==> src/sv/bse_pkg.sv <==
// shared widths, request codes and control types for the bitmap set engine
package bse_pkg;

  localparam int DEF_WORD_BITS = 64;
  localparam int DEF_NUM_WORDS = 8;
  localparam int DEF_CNT_W     = $clog2(DEF_WORD_BITS * DEF_NUM_WORDS + 1);

  localparam int REQ_W  = 4;
  localparam int ITEM_W = 9;
  localparam int WIDX_W = 3;
  localparam int DATA_W = 64;
  localparam int LEN_W  = 9;

  localparam logic [REQ_W-1:0] REQ_ADD     = 4'd0;
  localparam logic [REQ_W-1:0] REQ_REMOVE  = 4'd1;
  localparam logic [REQ_W-1:0] REQ_TEST    = 4'd2;
  localparam logic [REQ_W-1:0] REQ_CLEAR   = 4'd3;
  localparam logic [REQ_W-1:0] REQ_FILL    = 4'd4;
  localparam logic [REQ_W-1:0] REQ_COMPL   = 4'd5;
  localparam logic [REQ_W-1:0] REQ_AND     = 4'd6;
  localparam logic [REQ_W-1:0] REQ_OR      = 4'd7;
  localparam logic [REQ_W-1:0] REQ_ANDNOT  = 4'd8;
  localparam logic [REQ_W-1:0] REQ_WRITE   = 4'd9;
  localparam logic [REQ_W-1:0] REQ_READ    = 4'd10;
  localparam logic [REQ_W-1:0] REQ_EMPTY   = 4'd11;
  localparam logic [REQ_W-1:0] REQ_START   = 4'd12;
  localparam logic [REQ_W-1:0] REQ_NEXT    = 4'd13;

  typedef enum logic [3:0] {
    ALU_PASS  = 4'd0,
    ALU_SET   = 4'd1,
    ALU_CLR   = 4'd2,
    ALU_AND   = 4'd3,
    ALU_OR    = 4'd4,
    ALU_ANDN  = 4'd5,
    ALU_LOAD  = 4'd6,
    ALU_FILL  = 4'd7,
    ALU_COMPL = 4'd8
  } alu_op_t;

  typedef struct packed {
    logic rd_en;
    logic wr_en;
    logic clear_all;
  } mem_ctl_t;

endpackage

==> src/sv/bse_mem.sv <==
// word store with per-word valid bits, one read and one write port
module bse_mem import bse_pkg::*; #(
  parameter int WORD_BITS = DEF_WORD_BITS,
  parameter int NUM_WORDS = DEF_NUM_WORDS,
  parameter int ADDR_W    = (NUM_WORDS > 1) ? $clog2(NUM_WORDS) : 1
) (
  input  logic                 clk,
  input  logic                 rst_n,
  input  mem_ctl_t             ctl,
  input  logic [ADDR_W-1:0]    rd_addr,
  input  logic [ADDR_W-1:0]    wr_addr,
  input  logic [WORD_BITS-1:0] wr_data,
  output logic [WORD_BITS-1:0] rd_data
);

  logic [WORD_BITS-1:0] words_r [NUM_WORDS];
  logic [NUM_WORDS-1:0] valid_r;
  logic [WORD_BITS-1:0] rd_data_r;
  logic                 rd_valid_r;

  always_ff @(posedge clk) begin
    if (ctl.wr_en) begin
      words_r[wr_addr] <= wr_data;
    end
    if (ctl.rd_en) begin
      rd_data_r <= words_r[rd_addr];
    end
  end

  always_ff @(posedge clk) begin
    if (!rst_n) begin
      valid_r    <= '0;
      rd_valid_r <= 1'b0;
    end else begin
      if (ctl.clear_all) begin
        valid_r <= '0;
      end else if (ctl.wr_en) begin
        valid_r[wr_addr] <= 1'b1;
      end
      if (ctl.rd_en) begin
        rd_valid_r <= valid_r[rd_addr];
      end
    end
  end

  // words not written since reset or the last clear read as zero
  assign rd_data = rd_valid_r ? rd_data_r : '0;

endmodule

==> config.mk <==
export PLATFORM = sky130hd
export DESIGN_NAME = bse_mem
export DESIGN_NICKNAME = d
export VERILOG_FILES = /design/src/sv/bse_pkg.sv /design/src/sv/bse_mem.sv
export SDC_FILE = /design/constraint.sdc
export NUM_CORES = 1
export LEC_CHECK = 0
export ABC_AREA = 0
export BUFFER_PORTS_ARGS = -buffer_cell sky130_fd_sc_hd__buf_2
export CAP_MARGIN = 0
export CELL_PAD_IN_SITES_DETAIL_PLACEMENT = 1
export CELL_PAD_IN_SITES_GLOBAL_PLACEMENT = 1
export CORE_UTILIZATION = 50
export CTS_BUF_LIST = sky130_fd_sc_hd__clkbuf_8
export CTS_CLUSTER_SIZE = 30
export DETAILED_ROUTE_END_ITERATION = 16
export PLACE_DENSITY = 0.88
export SLEW_MARGIN = 0
export SYNTH_ARGS = -nofsm -noshare
export SYNTH_HDL_FRONTEND = slang
export SYNTH_SLANG_ARGS = --single-unit
export TNS_END_PERCENT = 20
==> constraint.sdc <==
create_clock -name clk -period 7.4 [get_ports clk]
set_clock_uncertainty 0.15 [all_clocks]
set_input_delay 0.37 -clock clk [delete_from_list [all_inputs] [get_ports clk]]
set_output_delay 0.37 -clock clk [all_outputs]
set_load 0.02 [all_outputs]
# [Yosys cells after proc, flatten, opt, wreduce, memory -nomap -nowiden]
# Memories as Yosys holds them, arrays and structs flattened. A register that Yosys moved wholly into a read port is not among the register bits.
# Cells that the tools add are included.
[classes] mul=0 magnitude_cmp=3 bitwise=2 add_sub_neg=0 mux=7 reduce_logical=2 shift=0 div=0 eq_ne=0
[ops] operator="2-to-1 mux 64 bit" n=1
[ops] operator="< comparator 3 x 4 -> 1 bit (second input constant)" n=2
[ops] operator="bitwise OR 8 bit" n=1
[ops] operator="2-to-1 mux 1 bit" n=4
[ops] operator="binary-select mux 1 bit (select 3 bit)" n=1
[ops] operator="demux 1 bit (select 3 bit)" n=1
[ops] operator="greater-or-equal comparator 3 x 1 -> 1 bit (second input constant)" n=1
[ops] operator="OR reduction 2 bit" n=1
[ops] operator="logical AND 1 bit" n=1
[ops] operator="inverter 1 bit" n=1
[totals] mem_bits_ro=0 ram_bits=512 mem_count=1 reg_bits=9 latchBits=0 input_bits=75 wordCells=17
[mem_list] name="words_r" words=8 word_bits=64 read_ports=1 rd_clocked_by_memory_dff=1 write_ports=1 line="bse_mem.sv:16" rtl="logic [WORD_BITS-1:0] words_r [NUM_WORDS];"

# [Depth between registers and ports, before layout]
# Gate-level depths: netlist (run 1).
[depth] ltp_word=5 depth_mapped=6

# [Worst setup path before layout (run 1)]
# Ideal clock, no wire load.
[synth_timing] path_kind="input to register" from="input port wr_addr[0]" to="memory words_r[0][0] (netlist bit) (enable)" path_buffers=0 t_arrival_ns=7.157 t_required_ns=6.577 setup_slack_ns=-0.580 path_stages=1 path_cell_list="nor4b_1"
[synth_lines] item="start: declaration" line="bse_mem.sv:11" rtl="input logic [ADDR_W-1:0] wr_addr,"
[synth_lines] item="end: declaration" line="bse_mem.sv:16"
# Straight into the memory's write port.

# [Worst setup path in the final report (run 1)]
[layout_timing] from="register rd_valid_r" to="output port rd_data[43]"
[layout_via] elab_chain_cells=1
[layout_rtl] item="start: declaration" line="bse_mem.sv:19" rtl="logic rd_valid_r;"
[layout_rtl] item="start signal: assignment" line="bse_mem.sv:41" rtl="rd_valid_r <= valid_r[rd_addr];"
[layout_rtl] item="2-to-1 mux 64 bit" line="bse_mem.sv:47" rtl="assign rd_data = rd_valid_r ? rd_data_r : '0;"
[layout_rtl] item="end: declaration" line="bse_mem.sv:13" rtl="output logic [WORD_BITS-1:0] rd_data"
# No other way between the ends.

==> metrics.md, run 1 <==
| Metric | Value |
|---|---|
| Setup TNS | 0 ns |
| Routed wire length | 48,610 um |
| Critical path class | reg2out |
| Routability cong. | around 0.7 |
| Nets | roughly 1,300 |
| Die height | approximately 210 um |
| Fmax | approximately 330 MHz |
| Comb pwr share | around 5.7% |
| Crit Path Max Fanout | 35 |
| Clock share of power | 38.2% |
| Final hold violation count | 0 |
| P&R area growth vs syn | 17.26% |
| Via-per-instance ratio | roughly 5.6 |
| Port Buffers | between 100 and 150 |
| Avg WL per Cell | about 26 um |
| Initial core utilization | between 50% and 60% |
| Post-synthesis net count | between 900 and 1,000 |
| CTS tree | built |
| Internal | between 5 and 6 mW |
| Num Clock Sinks | roughly 590 |
| Detailed-route via count | 10,350 |
| Fin crit share | 40.41% |
| DP HPWL | 25,680 um |
| First-pass GRT wire length | 72,330 um |
| PD cells | 264.2 mW/mm2 |
| Clock latency on the worst-skew pair | between 0.6 and 0.7 ns |
| Tightest Pin Transition | 1.170 ns |
| Post-route DRC | 0 |
| Seq pwr share | between 50% and 60% |
| Setup violations, final | 0 |
| Maximum clock insertion buffer count | 3 |
| Max Cap Violations | 0 |
| Critical path launch point type | flop |
| I/O Pins | around 140 |
| Share of cells above drive strength 1 | roughly two fifths |
| Tot GR Track Use | between 20% and 30% |
| Final ANT Viol Nets | 0 |
| Core area | roughly 0.043 mm2 |
| Synthesis Warnings | 0 |
| Max Transition Viols Final | 0 |
| Sequential cell area fraction in the yosys report | 79.60% |
| CTS resizes | 0 |
| Post-synthesis cell count | 917 |
| Crit path DAT | roughly 2.5 ns |
| Normalized max-slew margin | between 20% and 30% |
| # diodes | 0 |
| Met2 wire len | approximately 25,000 um |
| Leakage | 8.719 nW |
| Initial drt markers | approximately 860 |
| Worst Slack Setup Final | 4.409 ns |
| Largest net degree at the start of global routing | 93 |
| Status | completed |
| Psw | 1.503 mW |
| Met3 routed WL | 2497 um |
| Die area | between 0.04 and 0.05 mm2 |
| Row count | 76 |
| RSZ-0062 raised after global routing | false |
| Mapped Area | around 0.022 mm2 |
| M1 WL | approximately 20,000 um |
| Worst VDD drop | about 0.14 mV |
| GRT overflow | 0 |
| Chip width | around 210 um |
| Pre-Repair DR Iteration Count | 5 |
| Crit path time final | roughly 3.0 ns |
| CTS Buf Count | 89 |
| Vias in the first global route | between 10,000 and 15,000 |
| H-tree depth | 3 |
| Worst EP required | 6.88 ns |
| FF+latch count, synth | just under 600 |
| Post-synthesis cell type count | 22 |
| Pre-CTS worst setup slack | around 4 ns |
| Top routing layer used | met5 |
| Switching share of total power | ~22% |
| Mean Syn Cell Area | about 24 um2 |
| Hold Crit Class | in2reg |
| Worst Setup End Kind | output port |
| Worst-path clk slew | 0.07 ns |
| Initial antenna violation count | 3 |
| Root Buffer | clkbuf_8 |
==> timing repair <==
| action | 4_1_cts | 5_1_grt |
|---|---|---|
| hold buffers | 65 | 0 |
| hold endpoints to repair | 513 | 0 |
| endpoints found under the setup margin | 0 | 0 |
| setup buffers | 0 | 0 |
==> kinds of logic (layout without fill, tap and decap cells) <==
| group | count (synthesis) | in the layout | synth area share, % |
|---|---|---|---|
| buf+inv | 44 | 388 | 1.157 |
| flops | 585 | 585 | 79.60 |
| mux | 197 | 197 | 16.70 |
| simple gates | 87 | 87 | 2.411 |
| compound gates | 4 | 4 | 0.1367 |
==> power groups by stage <==
stage	sequential, mW	clock (mW)	combinational, mW
3_5_place_dp	3.89	0	0.363
2_1_floorplan	3.87	0	0.225
4_1_cts	3.82	2.65	0.396
5_1_grt	3.83	2.77	0.416
3_3_place_gp	3.87	0	0.344
6_report	3.82	2.59	0.387
==> cell usage after synthesis (all sizes together) <==
master  count  area share [%]
clkbuf     22            0.38
o21ba       2           0.091
nor4bb      3            0.14
nor4b       1           0.040
nor2       13            0.22
edfxtp    576              79
and2       64             1.8
mux2       64             3.3
and4b       2           0.091
nand2       2           0.034
dfxtp       9            0.82
buf        22            0.78
mux2i       4            0.18
a21oi       1           0.023
nor3b       1           0.034
mux4      129              13
o21ai       1           0.023
nand2b      1           0.029
==> path summary, 6_finish.rpt <==
check | startpoint | endpoint | slack [ns] | cells past startpoint
min reg2reg | valid_r[7]$_SDFFE_PP0P_ | valid_r[7]$_SDFFE_PP0P_ | 0.35 | 1
max reg2reg | rd_valid_r$_SDFFE_PN0P_ | rd_valid_r$_SDFFE_PN0P_ | 5.50 | 3
min | ctl[2] | rd_data_r[57]$_DFFE_PP_ | 0.1 | 1
max | rd_valid_r$_SDFFE_PN0P_ | rd_data[43] | 4.41 | 3
==> metal layers <==
metal / up-vias / track usage (%)
met5: - / 0
met4: 6 / 7.746
met3: 99 / 4.094
met2: 354 / 38.86
met1: 5502 / 28.91
li1: 4387 / -
==> through the flow <==
stage	total power [mW]	util [%]	area (um2)	cells	hold slack (ns)
2_1_floorplan	4.096	-	21960	917	0.2896
3_3_place_gp	4.218	54.12	23360	1614	0.3021
5_1_grt	7.010	59.63	25740	1846	0.08538
6_report	6.801	59.63	25740	1846	0.09876
3_5_place_dp	4.250	54.12	23360	1614	0.3361
4_1_cts	6.861	59.63	25740	1846	0.05197
==> placed cells by master, fill, tap and decap left out, drive strengths merged, types with 2 or more instances in the layout <==
cell and n:
bufinv 4, dfxtp 9, edfxtp 576, nor4bb 3, inv 32, mux2i 4
clkinvlp 3, nand2 2, dlygate4sd3 65, mux2 64, buf 156, nor2 13
clkbuf 95, and2 64, and4b 2, o21ba 2, mux4 129, clkinv 33
==> flip-flops by register name (all words and copies together), names as in the netlist <==
name	flops
rd_valid_r	1
rd_data_r	64
words_r	512
valid_r	8
==> critical path, cell delays in order, from the launching register on <==
cell and delay, ns:
dfxtp_2 0.86, buf_4 0.51, and2_1 0.25, buf_2 0.18
==> final cells by class <==
cell class / count / area (um2)
fillers: 3706 / 17430
clock buffers: 95 / 1308
flip-flops and latches: 585 / 17480
well taps: 585 / 732.0
clock inverters: 72 / 424.2
multi-input cells: 288 / 4305
repair buffers: 221 / 1498
Note: power is estimated with default switching activity, not from simulation.
==> run 2: changes to the inputs <==
- CORE_UTILIZATION: 50 -> 55
- PLACE_DENSITY: 0.88 -> 0.92
- clock period: 7.4 -> 3 ns (I/O delays scaled with it)
==> metrics.md, run 2 (same netlist as run 1, synthesis figures left out) <==
| Metric | Value |
|---|---|
| Crit Path Max Fanout | 35 (unchanged) |
| Clock latency on the worst-skew pair | 0.67 ns (was 0.66 ns) |
| Instance count on the critical path | 3 (unchanged) |
| Comb pwr share | 6.1% (was 5.7%) |
| DP HPWL | 25,590 um (was 25,680 um) |
| FF-to-FF End | rd_data_r[13]$_DFFE_PP_ (was rd_valid_r$_SDFFE_PN0P_) |
| First-pass GRT wire length | 78,830 um (was 72,330 um) |
| Most frequent cells in the layout | edfxtp_1 (576), buf_2 (134), mux4_2 (129), clkbuf_8 (92), dlygate4sd3_1 (72) (was edfxtp_1 (576), buf_2 (134), mux4_2 (129), clkbuf_8 (95), dlygate4sd3_1 (65)) |
| CP top delay family | flip-flops (unchanged) |
| Clock share of power | 37.7% (was 38.2%) |
| Initial drt markers | 1,060 (was 863) |
| Pre-Repair DR Iteration Count | 5 (unchanged) |
| # Post-CTS Setup Buffers | 0 (unchanged) |
| Reg with most FFs | words_r (unchanged) |
| Setup TNS | 0 ns (unchanged) |
| Chip width | 201.8 um (was 211.6 um) |
| Status | completed (unchanged) |
| Biggest regs | words_r (512), rd_data_r (64), valid_r (8) (unchanged) |
| Largest register FFs | 512 (unchanged) |
| Tightest Pin Transition | 0.7073 ns (was 1.170 ns) |
| CP bufs+invs | 2 (unchanged) |
| Internal | 12.92 mW (was 5.297 mW) |
| Most common cell after layout, fill and taps aside | edfxtp_1 (unchanged) |
| Core area | 0.03901 mm2 (was 0.04317 mm2) |
| Final ANT Viol Nets | 0 (unchanged) |
| Max incr delay on CP | 0.78 ns (was 0.86 ns) |
| Die area | 0.04072 mm2 (was 0.04475 mm2) |
| Crit path DAT | 2.25 ns (was 2.47 ns) |
| Routability cong. | 0.7063 (was 0.7031) |
| Share of cells above drive strength 1 | 37.10% (was 38.14%) |
| Fmax | 391.6 MHz |
| H-tree depth | 3 (unchanged) |
| Vias in the first global route | 11,730 (was 11,560) |
| Worst R2R Path Depth | 2 (was 3) |
| Critical path launch point type | flop (unchanged) |
| Normalized max-slew margin | 52.85% (was 22.01%) |
| Detailed-route via count | 10,780 (was 10,350) |
| Setup violations, final | 0 (unchanged) |
| Via-per-instance ratio | 6.035 (was 5.606) |
| Maximum clock insertion buffer count | 3 (unchanged) |
| RSZ-0062 raised after global routing | false (unchanged) |
| Fin crit share | a little under nine tenths |
| Switching share of total power | 23.09% (was 22.10%) |
| CTS Buf Count | 90 (was 89) |
| Leakage | 8.772 nW (was 8.719 nW) |
| PD cells | 648.8 mW/mm2 (was 264.2 mW/mm2) |
| Cell area after layout | 0.02588 mm2 (was 0.02574 mm2) |
| Psw | 3.877 mW (was 1.503 mW) |
| R2R Setup Slk | 1.35 ns (was 5.50 ns) |
| Final hold violation count | 0 (unchanged) |
| Post-route DRC | 0 (unchanged) |
| Critical R2R Launch | words_r[2][13]$_DFFE_PP_ (was rd_valid_r$_SDFFE_PN0P_) |
| Max Transition Viols Final | 0 (unchanged) |
| Port Buffers | 138 (unchanged) |
| Root Buffer | clkbuf_8 (unchanged) |
| Routed wire length | 53,820 um (was 48,610 um) |
| Crit. Startpoint | rd_valid_r$_SDFFE_PN0P_ (unchanged) |
| Initial core utilization | 56.29% (was 50.86%) |
| Min Hold Slack | 0.1152 ns (was 0.09876 ns) |
| Seq pwr share | 56.2% (was 56.1%) |
| Critical path class | reg2out (unchanged) |
| Die height | 201.8 um (was 211.6 um) |
| Placed Area | 0.02351 mm2 (was 0.02336 mm2) |
| I/O Pins | 139 (unchanged) |
| Final design utilization | 66.35% (was 59.63%) |
| Row count | 72 (was 76) |
| Slowest-stage cell, CP | dfxtp_2 (unchanged) |
| CTS tree | built (unchanged) |
| P&R area growth vs syn | 17.87% (was 17.26%) |
| Worst VDD drop | 0.3430 mV (was 0.1407 mV) |
| GRT overflow | 0 (unchanged) |
| Tot GR Track Use | 27.29% (was 22.53%) |
| Num Clock Sinks | 585 (unchanged) |
| Nets | 1,271 (was 1,260) |
| Worst-path clk slew | 0.06 ns (was 0.07 ns) |
| Avg WL per Cell | 30.12 um (was 26.33 um) |
| Worst Hold Depth | 3 (was 1) |
| Hold Crit Class | in2reg (unchanged) |
| Max Cap Violations | 0 (unchanged) |
| Initial antenna violation count | 4 (was 3) |
| Largest net degree at the start of global routing | 66 (was 93) |
| Crit path time final | 2.554 ns |
| Worst EP required | 2.70 ns (was 6.88 ns) |
| Cells along the critical path | buf_12 > and2_1 > buf_2 (was buf_4 > and2_1 > buf_2) |
| CP endpoint | rd_data[0] (was rd_data[43]) |
| Worst Setup End Kind | output port (unchanged) |
run 2: how the worst min path moves through the flow:
| stage | endpoint | start |
|---|---|---|
| final | rd_data_r[8]$_DFFE_PP_ | rd_addr[1] |
| after global routing | words_r[4][49]$_DFFE_PP_ | wr_data[49] |
| after CTS | rd_data_r[63]$_DFFE_PP_ | rd_addr[1] |
| after detailed placement | words_r[6][10]$_DFFE_PP_ | wr_data[10] |
| after global placement | words_r[6][30]$_DFFE_PP_ | wr_data[30] |
| after floorplan | rd_valid_r$_SDFFE_PN0P_ | ctl[2] |
run 2: per-stage QoR:
stage          cells  setup slack [ns]  power [mW]
3_5_place_dp    1550            0.8413       10.51
3_3_place_gp    1550            0.8694       10.43
5_1_grt         1787            0.3330       17.23
4_1_cts         1785            0.3991       16.85
2_1_floorplan    917            -1.599       10.10
6_report        1787            0.4463       16.79
run 2: layout make-up:
type / instances / area, um2
multi-input combinational: 288 / 4312
tap: 518 / 648.1
fill: 3138 / 13130
timing repair buffer: 231 / 1790
sequential: 585 / 17480
clock inverter: 71 / 380.4
antenna: 2 / 5.005
clock buffer: 92 / 1266
run 2: power by group through the flow:
stage / Combinational [mW] / Clock (mW) / Sequential [mW]
finish: 1.03 / 6.33 / 9.44
global route: 1.09 / 6.69 / 9.45
CTS: 1.03 / 6.39 / 9.43
detailed placement: 0.922 / 0 / 9.59
global placement: 0.873 / 0 / 9.56
floorplan: 0.558 / 0 / 9.54
run 2: timing repair:
| action | CTS | global route |
|---|---|---|
| gates resized for setup | 0 | 0 |
| hold buffers | 72 | 0 |
| hold endpoints to repair | 580 | 0 |
run 2: worst register-to-register path, delay by kind of cell (launching register included):
kind          cells  cell delay (ns)
flip-flops        1             0.44
multiplexers      2             0.82
run 2: routing by layer:
metal	vias up	track usage [%]	routed length [um]	share of wire [%]
met1	5669	34.92	20250	38
li1	4411	-	-	-
met3	101	6.240	4098	7.6
met4	2	11.23	1661	3.1
met2	601	45.51	27790	52
met5	-	0	11	0.020
==> run 3: changes to the inputs <==
- CELL_PAD_IN_SITES_DETAIL_PLACEMENT: 1 -> unset
- CELL_PAD_IN_SITES_GLOBAL_PLACEMENT: 1 -> unset
- PLACE_DENSITY: 0.92 -> 0.84
==> metrics.md, run 3 (same netlist as run 1, synthesis figures left out) <==
| Metric | Value |
|---|---|
| Status | completed (unchanged) |
| Worst EP required | 2.70 ns (about the same) |
| Crit path time final | 2.081 ns (was 2.554 ns) |
| Min Hold Slack | 0.1001 ns (was 0.1152 ns) |
| Leakage | 8.737 nW (was 8.772 nW) |
| GRT overflow | 0 (unchanged) |
| Placed Area | 0.02354 mm2 (was 0.02351 mm2) |
| Post-route DRC | 0 (unchanged) |
| Psw | 3.393 mW (was 3.877 mW) |
| Hold Crit Class | in2reg (unchanged) |
| Setup TNS | 0 ns (unchanged) |
| First-pass GRT wire length | 64,070 um (was 78,830 um) |
| Avg WL per Cell | 23.62 um (was 30.12 um) |
| Tightest Pin Transition | 0.7274 ns (was 0.7073 ns) |
| GR Util met1 | 28.23% (was 34.92%) |
| Internal | 12.65 mW (was 12.92 mW) |
| Critical path launch point type | flop (unchanged) |
| Tot GR Track Use | 21.43% (was 27.29%) |
| Most frequent cells in the layout | edfxtp_1 (576), buf_2 (134), mux4_2 (129), clkbuf_8 (90), dlygate4sd3_1 (68) (was edfxtp_1 (576), buf_2 (134), mux4_2 (129), clkbuf_8 (92), dlygate4sd3_1 (72)) |
| Chip width | 201.8 um (unchanged) |
| Comb pwr share | 6.1% (about the same) |
| RSZ-0062 raised after global routing | false (unchanged) |
| Clock share of power | 35.4% (was 37.7%) |
| PD cells | 623.2 mW/mm2 (was 648.8 mW/mm2) |
| Share of cells above drive strength 1 | 37.40% (was 37.10%) |
| I/O Pins | 139 (unchanged) |
| Most common cell after layout, fill and taps aside | edfxtp_1 (unchanged) |
| Top Usage Layer GRT | met2 (unchanged) |
| Die height | 201.8 um (unchanged) |
| Final ANT Viol Nets | 0 (unchanged) |
| Switching share of total power | 21.15% (was 23.09%) |
| Reg with most FFs | words_r (unchanged) |
| GR met2 Demand/Resource | 36.02% (was 45.51%) |
| Final design utilization | 65.99% (was 66.35%) |
| Initial core utilization | 56.29% (unchanged) |
| Met3 Usage GRT | 4.660% (was 6.240%) |
| Pre-Repair DR Iteration Count | 5 (unchanged) |
| Worst R2R Path Depth | 4 (was 2) |
| Seq pwr share | 58.5% (was 56.2%) |
| Routability cong. | 0.7006 (was 0.7063) |
| Fmax | 480.4 MHz (was 391.6 MHz) |
| CTS resizes | 0 (unchanged) |
| Max Cap Violations | 0 (unchanged) |
| Crit path DAT | 1.78 ns (was 2.25 ns) |
| Routed wire length | 42,070 um (was 53,820 um) |
| Setup violations, final | 0 (unchanged) |
| Worst VDD drop | 0.3643 mV (was 0.3430 mV) |
| Nets | 1,274 (was 1,271) |
| Worst Hold Depth | 3 (unchanged) |
| Worst-path clk slew | 0.06 ns (about the same) |
| Hold_buf cts | 68 (was 72) |
| Worst Setup End Kind | output port (unchanged) |
| CTS tree | built (unchanged) |
| Initial drt markers | 668 (was 1,060) |
| CTS Buf Count | 88 (was 90) |
| Largest register FFs | 512 (unchanged) |
| Critical path class | reg2out (unchanged) |
| P&R area growth vs syn | 17.24% (was 17.87%) |
| Port Buffers | 138 (unchanged) |
| Row count | 72 (unchanged) |
| Max Transition Viols Final | 0 (unchanged) |
| Fin crit share | 69.38% (was 85.12%) |
| Normalized max-slew margin | 51.51% (was 52.85%) |
| Maximum clock insertion buffer count | 3 (unchanged) |
| # Post-CTS Setup Buffers | 0 (unchanged) |
| Worst Slack Setup Final | 0.9186 ns (was 0.4463 ns) |
| Initial antenna violation count | 2 (was 4) |
| Detailed-route via count | 10,240 (was 10,780) |
| Vias in the first global route | 11,050 (was 11,730) |
| Die area | 0.04072 mm2 (unchanged) |
| H-tree depth | 3 (unchanged) |
| Clock latency on the worst-skew pair | 0.62 ns (was 0.67 ns) |
| Via-per-instance ratio | 5.752 (was 6.035) |
| Pre-CTS worst setup slack | 0.8938 ns (was 0.8413 ns) |
| Cell area after layout | 0.02574 mm2 (was 0.02588 mm2) |
| Biggest regs | words_r (512), rd_data_r (64), valid_r (8) (unchanged) |
| Crit Path Max Fanout | 34 (was 35) |
| Root Buffer | clkbuf_8 (unchanged) |
| Final hold violation count | 0 (unchanged) |
| Core area | 0.03901 mm2 (unchanged) |
| Num Clock Sinks | 585 (unchanged) |
| DP HPWL | 22,040 um (was 25,590 um) |
| Largest net degree at the start of global routing | 66 (unchanged) |
run 3: per-stage QoR:
step / power (mW) / std cells
2_1_floorplan: 10.10 / 917
3_3_place_gp: 10.42 / 1559
3_5_place_dp: 10.48 / 1559
4_1_cts: 16.18 / 1780
5_1_grt: 16.61 / 1781
6_report: 16.04 / 1781
run 3: layer usage:
metal	vias up	share of wire [%]	wire length, um
met2	382	51	21630
met4	2	2.1	888
met1	5366	40	16860
li1	4408	-	-
met3	86	6.4	2679
met5	-	0.036	15
run 3: worst paths after layout:
check                                          endpoint  slack (ns)               startpoint
worst max-delay path                         rd_data[1]        0.92  rd_valid_r$_SDFFE_PN0P_
worst min-delay path            rd_data_r[12]$_DFFE_PP_        0.10               rd_addr[1]
worst max register to register  rd_valid_r$_SDFFE_PN0P_        1.21  rd_valid_r$_SDFFE_PN0P_
worst min register to register  valid_r[6]$_SDFFE_PP0P_        0.32  valid_r[6]$_SDFFE_PP0P_
run 3: final cells by class:
cell class / instances / area (um2)
multi-input combinational: 288 / 4312
tap: 518 / 648.1
fill: 2442 / 13270
clock inverter: 63 / 282.8
antenna: 1 / 2.502
sequential: 585 / 17480
timing repair buffer: 236 / 1780
clock buffer: 90 / 1239
run 3: power groups by stage:
stage | Combinational (mW) | Clock [mW] | Sequential (mW)
4_1_cts | 0.991 | 5.80 | 9.39
3_3_place_gp | 0.882 | 0 | 9.54
3_5_place_dp | 0.914 | 0 | 9.56
5_1_grt | 1.05 | 6.15 | 9.41
6_report | 0.975 | 5.67 | 9.39
2_1_floorplan | 0.558 | 0 | 9.54
run 3: critical path: stages (launching register included):
cell and delay, ns:
dfxtp_2 0.32, buf_4 0.38, and2_1 0.26, buf_2 0.19
